**src/design/tmq_pkg.sv**
```systemverilog
// ============================================================================
// tmq_pkg
// Shared types and constants for the tile map quad generator.
// ============================================================================
package tmq_pkg;
    localparam int MAX_SETS     = 8;
    localparam int MAX_MAP_SIDE = 4096;
    localparam int SET_W        = $clog2(MAX_SETS);
    localparam int SIDE_W       = $clog2(MAX_MAP_SIDE) + 1;
    localparam int QUAD_VERTS   = 6;

    localparam logic [1:0] CMD_LOAD  = 2'd0;
    localparam logic [1:0] CMD_BEGIN = 2'd1;
    localparam logic [1:0] CMD_TILE  = 2'd2;

    localparam logic [1:0] REG_MAP_WIDTH  = 2'd0;
    localparam logic [1:0] REG_MAP_HEIGHT = 2'd1;
    localparam logic [1:0] REG_SET_COUNT  = 2'd2;

    typedef enum logic [2:0] {
        BK_IDLE,
        BK_DIV,
        BK_MUL,
        BK_EMIT
    } bk_state_t;

    // job handed from front to back
    typedef struct packed {
        logic [SET_W-1:0]  set_index;
        logic [23:0]       seq;
        logic [31:0]       local_id;
        logic [12:0]       columns;
        logic [8:0]        tile_w;
        logic [8:0]        tile_h;
        logic [SIDE_W-2:0] col;
        logic [SIDE_W-1:0] row;
    } tmq_job_t;
endpackage

```
**src/design/tmq_front.sv**
```systemverilog
// ============================================================================
// tmq_front
// Accepts items, keeps the tileset table and position, classifies tiles.
// ============================================================================
module tmq_front
    import tmq_pkg::*;
(
    input  logic             aclk,
    input  logic             aresetn,
    input  logic             s_valid,
    output logic             s_ready,
    input  logic [1:0]       s_command,
    input  logic [2:0]       s_slot,
    input  logic [31:0]      s_first_id,
    input  logic [31:0]      s_last_id,
    input  logic [12:0]      s_sheet_columns,
    input  logic [8:0]       s_tile_width,
    input  logic [8:0]       s_tile_height,
    input  logic [31:0]      s_tile_id,
    input  logic [12:0]      map_width,
    input  logic [12:0]      map_height,
    input  logic [3:0]       tileset_count,
    output logic             job_valid,
    input  logic             job_ready,
    output tmq_job_t         job
);
    logic [31:0]       first_reg [MAX_SETS];
    logic [31:0]       lastid_reg [MAX_SETS];
    logic [12:0]       cols_reg [MAX_SETS];
    logic [8:0]        tw_reg [MAX_SETS];
    logic [8:0]        th_reg [MAX_SETS];
    logic [23:0]       count_reg [MAX_SETS];
    logic [SIDE_W-2:0] col_reg;
    logic [SIDE_W-1:0] row_reg;
    logic              jv_reg;
    tmq_job_t          job_reg;

    logic [SIDE_W-1:0] eff_w, eff_h;
    logic [4:0]        eff_cnt;
    logic              found;
    logic [SET_W-1:0]  hit;
    logic              accept, in_map, emit;
    logic [SIDE_W-1:0] col_inc;

    assign s_ready   = !jv_reg || job_ready;
    assign accept    = s_valid && s_ready;
    assign job_valid = jv_reg;
    assign job       = job_reg;

    always_comb begin
        eff_w = (map_width == 13'd0) ? SIDE_W'(1) :
                (map_width > 13'(MAX_MAP_SIDE)) ? SIDE_W'(MAX_MAP_SIDE) : SIDE_W'(map_width);
        eff_h = (map_height > 13'(MAX_MAP_SIDE)) ? SIDE_W'(MAX_MAP_SIDE) : SIDE_W'(map_height);
        eff_cnt = (tileset_count > 4'(MAX_SETS)) ? 5'(MAX_SETS) : 5'(tileset_count);
        found = 1'b0;
        hit   = '0;
        for (int i = 0; i < MAX_SETS; i++) begin
            if (5'(i) < eff_cnt && s_tile_id >= first_reg[i] && s_tile_id <= lastid_reg[i]) begin
                found = 1'b1;
                hit   = SET_W'(i);
            end
        end
        in_map  = row_reg < eff_h;
        col_inc = SIDE_W'(col_reg) + SIDE_W'(1);
        emit    = in_map && s_tile_id != 32'd0 && found && cols_reg[hit] != 13'd0;
    end

    always_ff @(posedge aclk) begin
        if (!aresetn) begin
            col_reg <= '0;
            row_reg <= '0;
            jv_reg  <= 1'b0;
            for (int i = 0; i < MAX_SETS; i++) count_reg[i] <= '0;
        end else begin
            if (accept && s_command == CMD_TILE && emit) jv_reg <= 1'b1;
            else if (job_ready) jv_reg <= 1'b0;
            if (accept) begin
                case (s_command)
                    CMD_LOAD: begin
                        if (32'(s_slot) < MAX_SETS) begin
                            first_reg[SET_W'(s_slot)]  <= s_first_id;
                            lastid_reg[SET_W'(s_slot)] <= s_last_id;
                            cols_reg[SET_W'(s_slot)]   <= s_sheet_columns;
                            tw_reg[SET_W'(s_slot)]     <= s_tile_width;
                            th_reg[SET_W'(s_slot)]     <= s_tile_height;
                        end
                    end
                    CMD_BEGIN: begin
                        col_reg <= '0;
                        row_reg <= '0;
                        for (int i = 0; i < MAX_SETS; i++) count_reg[i] <= '0;
                    end
                    CMD_TILE: begin
                        if (in_map) begin
                            if (col_inc >= eff_w) begin
                                col_reg <= '0;
                                row_reg <= row_reg + SIDE_W'(1);
                            end else begin
                                col_reg <= col_inc[SIDE_W-2:0];
                            end
                        end
                        if (emit) begin
                            count_reg[hit]    <= count_reg[hit] + 24'd1;
                            job_reg.set_index <= hit;
                            job_reg.seq       <= count_reg[hit];
                            job_reg.local_id  <= s_tile_id - first_reg[hit];
                            job_reg.columns   <= cols_reg[hit];
                            job_reg.tile_w    <= tw_reg[hit];
                            job_reg.tile_h    <= th_reg[hit];
                            job_reg.col       <= col_reg;
                            job_reg.row       <= row_reg;
                        end
                    end
                    default: ;
                endcase
            end
        end
    end
endmodule

```
**src/design/tmq_back.sv**
```systemverilog
// ============================================================================
// tmq_back
// Divides the local id, forms base coordinates and emits six vertices.
// ============================================================================
module tmq_back
    import tmq_pkg::*;
(
    input  logic             aclk,
    input  logic             aresetn,
    input  logic             job_valid,
    output logic             job_ready,
    input  tmq_job_t         job,
    output logic             m_valid,
    input  logic             m_ready,
    output logic [2:0]       m_set_index,
    output logic [23:0]      m_sequence_res,
    output logic [2:0]       m_corner,
    output logic [20:0]      m_screen_x,
    output logic [20:0]      m_screen_y,
    output logic [32:0]      m_tex_u,
    output logic [32:0]      m_tex_v,
    output logic             m_last
);
    bk_state_t   state_reg, state_next;
    tmq_job_t    job_reg;
    logic [31:0] quo_reg;
    logic [12:0] rem_reg;
    logic [5:0]  bit_reg;
    logic [31:0] tx_reg, ty_reg;
    logic [20:0] px_reg, py_reg;
    logic [2:0]  corner_reg;

    logic [13:0] rem_sh;
    logic        ge;
    logic        dx, dy;
    logic        take, fire;
    logic [SIDE_W+8:0] pxf, pyf;

    assign rem_sh = {rem_reg, quo_reg[31]};
    assign ge     = rem_sh >= {1'b0, job_reg.columns};
    assign fire   = m_valid && m_ready;
    assign pxf    = job_reg.col * job_reg.tile_w;
    assign pyf    = job_reg.row * job_reg.tile_h;

    always_comb begin
        state_next = state_reg;
        case (state_reg)
            BK_IDLE: if (job_valid) state_next = BK_DIV;
            BK_DIV:  if (bit_reg == 6'd31) state_next = BK_MUL;
            BK_MUL:  state_next = BK_EMIT;
            BK_EMIT: if (fire && corner_reg == 3'(QUAD_VERTS - 1)) state_next = BK_IDLE;
            default: state_next = BK_IDLE;
        endcase
    end

    always_comb begin
        job_ready = state_reg == BK_IDLE;
        m_valid   = state_reg == BK_EMIT;
        take      = job_ready && job_valid;
        case (corner_reg)
            3'd1:    begin dx = 1'b1; dy = 1'b0; end
            3'd2:    begin dx = 1'b1; dy = 1'b1; end
            3'd4:    begin dx = 1'b1; dy = 1'b1; end
            3'd5:    begin dx = 1'b0; dy = 1'b1; end
            default: begin dx = 1'b0; dy = 1'b0; end
        endcase
        m_set_index    = 3'(job_reg.set_index);
        m_sequence_res = job_reg.seq;
        m_corner       = corner_reg;
        m_screen_x     = px_reg + (dx ? 21'(job_reg.tile_w) : 21'd0);
        m_screen_y     = py_reg + (dy ? 21'(job_reg.tile_h) : 21'd0);
        m_tex_u        = 33'(tx_reg) + (dx ? 33'(job_reg.tile_w) : 33'd0);
        m_tex_v        = 33'(ty_reg) + (dy ? 33'(job_reg.tile_h) : 33'd0);
        m_last         = corner_reg == 3'(QUAD_VERTS - 1);
    end

    always_ff @(posedge aclk) begin
        if (!aresetn) begin
            state_reg  <= BK_IDLE;
            corner_reg <= '0;
        end else begin
            state_reg <= state_next;
            if (take) begin
                job_reg    <= job;
                quo_reg    <= job.local_id;
                rem_reg    <= '0;
                bit_reg    <= '0;
                corner_reg <= '0;
            end
            if (state_reg == BK_DIV) begin
                rem_reg <= ge ? 13'(rem_sh - {1'b0, job_reg.columns}) : rem_sh[12:0];
                quo_reg <= {quo_reg[30:0], ge};
                bit_reg <= bit_reg + 6'd1;
            end
            if (state_reg == BK_MUL) begin
                tx_reg <= 32'(rem_reg * job_reg.tile_w);
                ty_reg <= 32'(quo_reg * job_reg.tile_h);
                px_reg <= pxf[20:0];
                py_reg <= pyf[20:0];
            end
            if (fire) corner_reg <= corner_reg + 3'd1;
        end
    end
endmodule

```
**src/design/tile_map_quad_generator_core.sv**
```systemverilog
// ============================================================================
// tile_map_quad_generator_core
// Turns a row-major stream of tile ids into two-triangle screen quads.
// ============================================================================
// Input channel s_*: load-slot, begin-layer and tile items. The front stage
// updates the tileset table and position in the accept cycle and hands an
// emitting tile to a one-entry job register. The back stage runs a radix-2
// divider for local id / columns, one multiply step, then emits six vertices
// on m_*, one per cycle when m_ready is high. A drawn tile holds the back
// stage through the take, the divide, the multiply and the six emits.
// Loads, begin-layer and skipped tiles are taken while the job register is
// free. When m_ready stays low the current vertex holds, the back stage
// waits, and once the job register is full s_ready drops.
// Configuration writes on cfg_* are always taken. Synchronous active-low
// reset restores map 64x64, zero tilesets, zero counters and position, and
// clears both stages; tileset entries are undefined until loaded.
// ============================================================================
module tile_map_quad_generator_core
    import tmq_pkg::*;
(
    input  logic        aclk,
    input  logic        aresetn,
    input  logic        cfg_valid,
    output logic        cfg_ready,
    input  logic [1:0]  cfg_index,
    input  logic [12:0] cfg_data,
    input  logic        s_valid,
    output logic        s_ready,
    input  logic [1:0]  s_command,
    input  logic [2:0]  s_slot,
    input  logic [31:0] s_first_id,
    input  logic [31:0] s_last_id,
    input  logic [12:0] s_sheet_columns,
    input  logic [8:0]  s_tile_width,
    input  logic [8:0]  s_tile_height,
    input  logic [31:0] s_tile_id,
    output logic        m_valid,
    input  logic        m_ready,
    output logic [2:0]  m_set_index,
    output logic [23:0] m_sequence_res,
    output logic [2:0]  m_corner,
    output logic [20:0] m_screen_x,
    output logic [20:0] m_screen_y,
    output logic [32:0] m_tex_u,
    output logic [32:0] m_tex_v,
    output logic        m_last
);
    logic [12:0] width_reg, height_reg;
    logic [3:0]  count_reg;
    logic        job_valid, job_ready;
    tmq_job_t    job;

    assign cfg_ready = 1'b1;

    always_ff @(posedge aclk) begin
        if (!aresetn) begin
            width_reg  <= 13'd64;
            height_reg <= 13'd64;
            count_reg  <= 4'd0;
        end else if (cfg_valid) begin
            case (cfg_index)
                REG_MAP_WIDTH:  width_reg  <= cfg_data;
                REG_MAP_HEIGHT: height_reg <= cfg_data;
                REG_SET_COUNT:  count_reg  <= cfg_data[3:0];
                default: ;
            endcase
        end
    end

    tmq_front u_front (
        .aclk, .aresetn, .s_valid, .s_ready, .s_command, .s_slot, .s_first_id,
        .s_last_id, .s_sheet_columns, .s_tile_width, .s_tile_height, .s_tile_id,
        .map_width(width_reg), .map_height(height_reg), .tileset_count(count_reg),
        .job_valid, .job_ready, .job
    );

    tmq_back u_back (
        .aclk, .aresetn, .job_valid, .job_ready, .job, .m_valid, .m_ready,
        .m_set_index, .m_sequence_res, .m_corner, .m_screen_x, .m_screen_y,
        .m_tex_u, .m_tex_v, .m_last
    );

    a_last_corner: assert property (@(posedge aclk) disable iff (!aresetn)
        m_valid |-> (m_last == (m_corner == 3'd5))) else $error("last flag mismatch");
    a_corner_step: assert property (@(posedge aclk) disable iff (!aresetn)
        (m_valid && m_ready && !m_last) |=> (m_valid && m_corner == $past(m_corner) + 3'd1))
        else $error("corner sequence broken");
    a_stall_hold: assert property (@(posedge aclk) disable iff (!aresetn)
        (m_valid && !m_ready) |=> $stable(m_sequence_res) && $stable(m_tex_u))
        else $error("vertex changed under stall");
endmodule

```
**config.mk**
```make
export PLATFORM = sky130hd
export DESIGN_NAME = tile_map_quad_generator_core
export DESIGN_NICKNAME = d
export VERILOG_FILES = /design/src/design/tmq_pkg.sv /design/src/design/tmq_front.sv /design/src/design/tmq_back.sv /design/src/design/tile_map_quad_generator_core.sv
export SDC_FILE = /design/constraint.sdc
export NUM_CORES = 2
export LEC_CHECK = 0
export BUFFER_PORTS_ARGS = -buffer_cell sky130_fd_sc_hd__buf_2
export CAP_MARGIN = 10
export CORE_MARGIN = 5
export CORE_UTILIZATION = 40
export CTS_CLUSTER_DIAMETER = 60
export DETAILED_ROUTE_END_ITERATION = 7
export GPL_TIMING_DRIVEN = 0
export PLACE_DENSITY_LB_ADDON = 0.3
export SETUP_SLACK_MARGIN = 0.2
export SLEW_MARGIN = 20
export SYNTH_ARGS = -nofsm -noshare
export SYNTH_HDL_FRONTEND = slang
export SYNTH_SLANG_ARGS = --single-unit
```
**constraint.sdc**
```tcl
create_clock -name aclk -period 7.9 [get_ports aclk]
set_input_delay 0 -clock aclk [delete_from_list [all_inputs] [get_ports aclk]]
set_output_delay 0 -clock aclk [all_outputs]
set_load 0.005 [all_outputs]
```
# ---- After elaboration in Yosys (flattened, before gate mapping)
# Memories as Yosys holds them, arrays and structs flattened. A register that Yosys moved wholly into a read port is not among the register bits.
# Index checks and enable logic that the tools add are counted.
dict set report classes {
  addsub 11
  mul 4
  magnitude_cmp 30
  n_eq_ne 17
  n_mux 71
  bitwise_logic 8
  n_reduce_logical 50
}
# operator n
set op_table {}
lappend op_table {{$ge 32x32->1} 8}
lappend op_table {{$le 32x32->1} 8}
lappend op_table {{$mux 24} 9}
lappend op_table {{$mux 13} 8}
lappend op_table {{$mux 32} 2}
lappend op_table {{$add 21x21->21} 2}
lappend op_table {{$mux 9} 4}
lappend op_table {{$add 22x33->33} 1}
lappend op_table {{$add 32x33->33} 1}
lappend op_table {{$mul 32x9->32} 1}
lappend op_table {{$reduce_bool 32->1} 1}
lappend op_table {{$sub 32x32->32} 1}
lappend op_table {{$mux 3} 10}
lappend op_table {{$mux 1} 28}
lappend op_table {{$gt 13x13->1 const B} 2}
lappend op_table {{$pmux 13 s2} 1}
lappend op_table {{$logic_and 1x1->1} 25}
lappend op_table {{$add 24x1->24 const B} 1}
lappend op_table {{$mux 12} 2}
lappend op_table {{$pmux 12 s2} 1}
lappend op_table {{$reduce_or 24->1} 1}
lappend op_table {{$mul 13x9->22} 1}
lappend op_table {{$mul 12x9->21} 1}
lappend op_table {{$mul 13x9->21} 1}
lappend op_table {{other kinds (36)} 71}
dict set report totals {
  regBits 389
  mem_bits_rw 952
  in_bits 152
  output_inout_bits 142
  wordCells 225
  mem_count 6
}
# name words word_bits rd rd_clocked_by_memory_dff write_ports line
set mem_list {}
lappend mem_list {u_front.first_reg 8 32 9 0 1 tmq_front.sv:27} ;# logic [31:0] first_reg [MAX_SETS];
lappend mem_list {u_front.lastid_reg 8 32 8 0 1 tmq_front.sv:28} ;# logic [31:0] lastid_reg [MAX_SETS];
lappend mem_list {u_front.count_reg 8 24 1 0 8 tmq_front.sv:32} ;# logic [23:0] count_reg [MAX_SETS];
lappend mem_list {u_front.cols_reg 8 13 1 0 1 tmq_front.sv:29} ;# logic [12:0] cols_reg [MAX_SETS];
lappend mem_list {u_front.th_reg 8 9 1 1 1 tmq_front.sv:31} ;# logic [8:0] th_reg [MAX_SETS];
lappend mem_list {u_front.tw_reg 8 9 1 1 1 tmq_front.sv:30} ;# logic [8:0] tw_reg [MAX_SETS];

# ---- Logic depth before layout (Yosys ltp)
dict set report depth {
  word_depth 22
  mapped_depth 35
}

# ---- Modules after synthesis
# Synthesis repeated with hierarchy kept, for this count alone.
dict set report unflattened {
  hier_cells 7615
  hier_area_um2 85386.9
}
# mod n_inst cells_per_inst area_each_um2
set by_module_without_submodules {}
lappend by_module_without_submodules {tmq_front 1 4475 54875.1}
lappend by_module_without_submodules {tmq_back 1 3025 29348.1}
lappend by_module_without_submodules {tile_map_quad_generator_core 1 115 1163.6}

# ---- Worst setup path before layout
# Ideal clock, no wire load.
dict set report synth_path {
  path_kind {register -> register}
  from {reg u_back.state_reg[0]}
  to {mem u_front.cols_reg[1][0] (enable)}
  arrival_ps 7707
  required_ps 7234
  setup_slack_ps -473
  stages_incl_launch_ff 8
  n_path_buf 1
  cell_sequence {dfxtp_1 -> inv_1 -> ha_1 -> nand2b_1 -> and2_1 -> clkbuf_1 -> nand4_1 -> nor3_1}
}
dict set report synth_via {
  elab_chain_cells 6
}
# item line
set synth_lines {}
lappend synth_lines {{start: declaration} tmq_back.sv:24} ;# bk_state_t state_reg, state_next;
lappend synth_lines {{start signal: assignment} tmq_back.sv:82} ;# state_reg <= state_next;
lappend synth_lines {{$logic_not 3->1} tmq_back.sv:57} ;# job_ready = state_reg == BK_IDLE;
lappend synth_lines {{$logic_or 1x1->1} tmq_front.sv:45} ;# assign s_ready = !jv_reg || job_ready;
lappend synth_lines {{via s_ready} tile_map_quad_generator_core.sv:28} ;# output logic s_ready,
lappend synth_lines {{$logic_and 1x1->1} tmq_front.sv:46} ;# assign accept = s_valid && s_ready;
lappend synth_lines {{$mux 1} tmq_front.sv:77} ;# if (accept) begin
lappend synth_lines {{$mux 1} tmq_front.sv:69} ;# if (!aresetn) begin
lappend synth_lines {{$mux 1 (not written as such)} tmq_front.sv:83} ;# cols_reg[SET_W'(s_slot)] <= s_sheet_columns;
lappend synth_lines {{end: declaration} tmq_front.sv:29}
# The timed path passes the listed nets, and every way through them passes these cells.

==> results.tsv <==
stage	metric	value	unit
status	outcome	completed	
setup_path	Worst Setup End Kind	flip-flop	
timing	slew margin rel.	29.55	%
timing	final period utilization	95.53	%
setup_path	data arrival time of the critical path	8.08	ns
power	largest vdd supply drop	289.6	µV
setup_path	worst reg2reg path depth	33	
cts	count of clock tree sinks	1358	
setup_path	CP Buf/Inv Count	6	
cts	CTS root buffer	sky130_fd_sc_hd__clkbuf_16	
synth	count of warnings emitted by yosys	0	
setup_path	crit path launch type	flip-flop	
setup_path	largest stage delay on the critical path	0.43	ns
drt	post-route antenna net violation count	0	
place	half-perimeter wire length after detailed placement	179700	µm
drt	wire length reported by the detailed router	241900	µm
floorplan	Chip Height	469.3	µm
synth	number of distinct library cells after synthesis	95	
synth	Synth Area per Inst	11.30	µm²
timing	setup repair after global routing missed its margin	true	
power	Leakage	41.79	nW
cts	CTS tree	built	
synth	synthesized cell area	84390	µm²
cts	buffers from clock root to sink, at most	3	
job	total of max-cap violations	0	
grt	wire length of the first global-routing pass	365300	µm
min_path	Hold Path Origin	s_first_id[7]	
drt	average vias per placed instance	5.397	
drt	Routed WL per cell	21.73	µm
min_path	classification of the worst-slack hold path	input pin to flip-flop	
place	quantity of I/O buffers inserted on ports	281	
timing	final worst clock skew	0.04064	ns
synth	#FFs+latches synth	1358	
timing	Final Critical Period	7.547	ns
setup_path	cell with the largest stage delay on the worst path	sky130_fd_sc_hd__a211oi_2	
floorplan	Row Count	168	
place	GPL Wtd Cong	0.9278	
cts	clock edge transition at the registers on the reported setup and hold paths	0.06	ns
power	total power of the final layout	21.94	mW
floorplan	Die X	469.3	µm
synth	gate count of the mapped netlist	7470	
final_layout	layout overhead on the synthesized area	17.34	%
cts	CTS H-tree lvls	4	
setup_path	Worst R2R Setup Slack	0.35	ns
timing	Final WS setup	0.3531	ns
final_layout	ratio of cells with drive above 1 in the final layout	11.56	%
cts	clock latency of the later-clocked register in the worst-skew pair	0.80	ns
power	power per unit of standard cell area	221.5	nW/µm²
drt	DR iter-0 viols	5031	
grt	number of global-route vias before repair	61040	
final_layout	fin util	47.21	%
setup_path	Crit Reg-Reg Endpoint	u_front.job[86]	
grt	total track usage	21.46	%
floorplan	Total Die Area	220300	µm²
setup_path	start-to-end type of the worst setup path	flip-flop to flip-flop	
drt	remaining routing DRC violations	0	
synth	number of synthesized flops with an enable pin	1297	
timing	Worst-Margin Slew	1.057	ns
setup_path	CP Data Required Time	8.44	ns
grt	aggregate global routing overflow	0	
floorplan	area of the core region	209800	µm²
synth	async set-reset flop share out of synthesis	0	%
synth	Seq/Total Area, Yosys	47.60	%
drt	count of TritonRoute iterations in the first routing pass	6	
timing	Fin. Hold Viols	0	
timing	number of endpoints failing setup at the final stage	0	
min_path	Hold Path End	u_front.first_reg[4][7]	
setup_path	cell family with the largest share of critical-path delay	compound AO/OA/AOI/OAI gates	
cts	Num CTS Buffers	158	
grt	initial antenna violation count	36	
timing	Pins Over Slew Limit	0	
setup_path	highest net fanout along the worst path	10	
floorplan	starting utilization of the core area	40.23	%
drt	vias	60080	
timing	peak clock frequency supported by timing	132.5	MHz
final_layout	Final Net Count	9537	
min_path	Min-Delay Path Depth	2	
floorplan	IO Count	294	
timing	accumulated negative setup slack	0	ns
synth	Primary FF master, synth	sky130_fd_sc_hd__edfxtp_1	
grt	pin count of the biggest net entering global routing	56	
place	post-place setup slack	-3.985	ns
setup_path	launch instance of the worst register-to-register path	u_front.first_reg[5][5]	
worst max path at each step:
stage                                  end  cells after the start                      from  slack [ns]
after floorplan            u_front.job[87]                     33  u_front.first_reg[2][17]        0.37
after global placement    u_front.job[112]                     17             s_tile_id[17]       -4.08
after detailed placement   u_front.job[87]                     31              s_tile_id[0]       -3.99
after CTS                  u_front.job[87]                     28   u_front.first_reg[5][5]        0.11
after global routing       u_front.job[87]                     30   u_front.first_reg[7][2]        0.08
final                      u_front.job[86]                     33   u_front.first_reg[5][5]        0.35
timing repair:
item | in CTS | in global routing
resized for setup | 197 | 74
pin swaps | 22 | 36
hold buffers | 148 | 0
setup endpoints to repair | 381 | 226
setup buffers | 25 | 32
endpoints found under the hold margin | 967 | 0
per-layer routing:
metal / wire length (µm) / track usage [%]
met5: 76 / 0
met4: 9274 / 7.911
met3: 17280 / 4.154
met2: 114100 / 35.74
met1: 101100 / 27.88
kinds of logic (layout without fill, tap and decap cells):
group	count (synthesis)	after routing	synth area share [%]
and+or+nand+nor	2066	2066	11.71
muxes	116	116	1.438
buffers and inverters	1303	2135	6.047
xor gates and xnor gates	237	237	2.460
DFF	1358	1358	47.60
adders and majority gates	1206	1206	21.54
AOI/OAI and AO/OA	1182	1182	9.205
other	2	28	0.008899
cell usage in the layout (no fill, tap or decap), types with 31 or more instances in the layout:
cell / n
sky130_fd_sc_hd__buf_4: 105
sky130_fd_sc_hd__clkbuf_1: 179
sky130_fd_sc_hd__dlygate4sd3_1: 148
sky130_fd_sc_hd__nor2_1: 418
sky130_fd_sc_hd__xor2_1: 59
sky130_fd_sc_hd__dfxtp_1: 60
sky130_fd_sc_hd__ha_1: 794
sky130_fd_sc_hd__nor4_1: 31
sky130_fd_sc_hd__o221ai_1: 35
sky130_fd_sc_hd__nand3_1: 140
sky130_fd_sc_hd__o22ai_1: 42
sky130_fd_sc_hd__clkbuf_16: 162
sky130_fd_sc_hd__clkinv_1: 31
sky130_fd_sc_hd__edfxtp_1: 1297
sky130_fd_sc_hd__xnor2_1: 175
sky130_fd_sc_hd__o21ai_0: 218
sky130_fd_sc_hd__a211oi_1: 37
sky130_fd_sc_hd__nand4_1: 112
sky130_fd_sc_hd__nor3_1: 101
sky130_fd_sc_hd__a221oi_1: 58
sky130_fd_sc_hd__mux2_2: 42
sky130_fd_sc_hd__buf_2: 311
sky130_fd_sc_hd__inv_1: 993
sky130_fd_sc_hd__mux2i_1: 74
sky130_fd_sc_hd__nor2b_1: 76
sky130_fd_sc_hd__nand2_1: 722
sky130_fd_sc_hd__nand2b_1: 39
sky130_fd_sc_hd__and3_1: 51
sky130_fd_sc_hd__a21o_1: 116
sky130_fd_sc_hd__and2_1: 225
sky130_fd_sc_hd__a21oi_1: 342
sky130_fd_sc_hd__fa_1: 411
report_power, final:
group / internal [mW] / switching (mW)
clock: 4.54 / 3.12
combinational: 2.55 / 3.31
sequential: 8.35 / 0.0681
total: 15.4 / 6.50
final cells by class:
type	count	area [µm²]
Tap cell	2805	3510
Fill cell	19070	110700
Buffer	306	1694
Antenna cell	17	42.54
Inverter	995	3739
Multi-Input combinational cell	4818	39970
Clock inverter	107	1356
Clock buffer	185	4119
Timing Repair Buffer	542	4437
Sequential cell	1358	40170
synth_stat cells (15+ instances only):
cell,count,area share [%]
sky130_fd_sc_hd__o21ai_0,229,1.4
sky130_fd_sc_hd__a21boi_0,24,0.21
sky130_fd_sc_hd__mux2i_1,74,0.88
sky130_fd_sc_hd__or3_1,16,0.12
sky130_fd_sc_hd__clkbuf_1,201,0.89
sky130_fd_sc_hd__o21bai_1,17,0.15
sky130_fd_sc_hd__xnor2_1,176,1.8
sky130_fd_sc_hd__o211ai_1,27,0.24
sky130_fd_sc_hd__inv_1,994,4.4
sky130_fd_sc_hd__fa_1,411,9.7
sky130_fd_sc_hd__nor4_1,35,0.26
sky130_fd_sc_hd__a31oi_1,20,0.15
sky130_fd_sc_hd__nand2b_1,40,0.30
sky130_fd_sc_hd__nor3_1,107,0.63
sky130_fd_sc_hd__nor3b_1,15,0.13
sky130_fd_sc_hd__ha_1,795,12
sky130_fd_sc_hd__o22ai_1,44,0.33
sky130_fd_sc_hd__o21a_1,27,0.24
sky130_fd_sc_hd__nor2_1,432,1.9
sky130_fd_sc_hd__and4_1,16,0.17
sky130_fd_sc_hd__and2_1,227,1.7
sky130_fd_sc_hd__and3_1,54,0.40
sky130_fd_sc_hd__nor2b_1,76,0.56
sky130_fd_sc_hd__mux2_2,42,0.56
sky130_fd_sc_hd__a221oi_1,63,0.65
sky130_fd_sc_hd__buf_4,42,0.37
sky130_fd_sc_hd__o2111ai_1,15,0.16
sky130_fd_sc_hd__nand3_1,142,0.84
sky130_fd_sc_hd__a22oi_1,21,0.19
sky130_fd_sc_hd__o221ai_1,36,0.37
sky130_fd_sc_hd__a211oi_1,46,0.41
sky130_fd_sc_hd__buf_1,31,0.14
sky130_fd_sc_hd__edfxtp_1,1297,46
sky130_fd_sc_hd__a21oi_1,346,2.1
sky130_fd_sc_hd__xor2_1,61,0.63
sky130_fd_sc_hd__buf_2,32,0.19
sky130_fd_sc_hd__dfxtp_1,61,1.4
sky130_fd_sc_hd__nand4_1,112,0.83
sky130_fd_sc_hd__a21o_1,116,1.0
sky130_fd_sc_hd__nand2_1,736,3.3
through the flow:
step           instance area, µm²  std cells  hold WS [ns]
3_5_place_dp                90620      10620        0.2737
3_3_place_gp                89350      10570        0.2665
4_1_cts                     98480      11080      0.001107
5_1_grt                     99000      11120       0.04379
6_report                    99030      11130       0.04918
2_1_floorplan               84440       7479       0.09887
(Power assumes the default switching activity.)
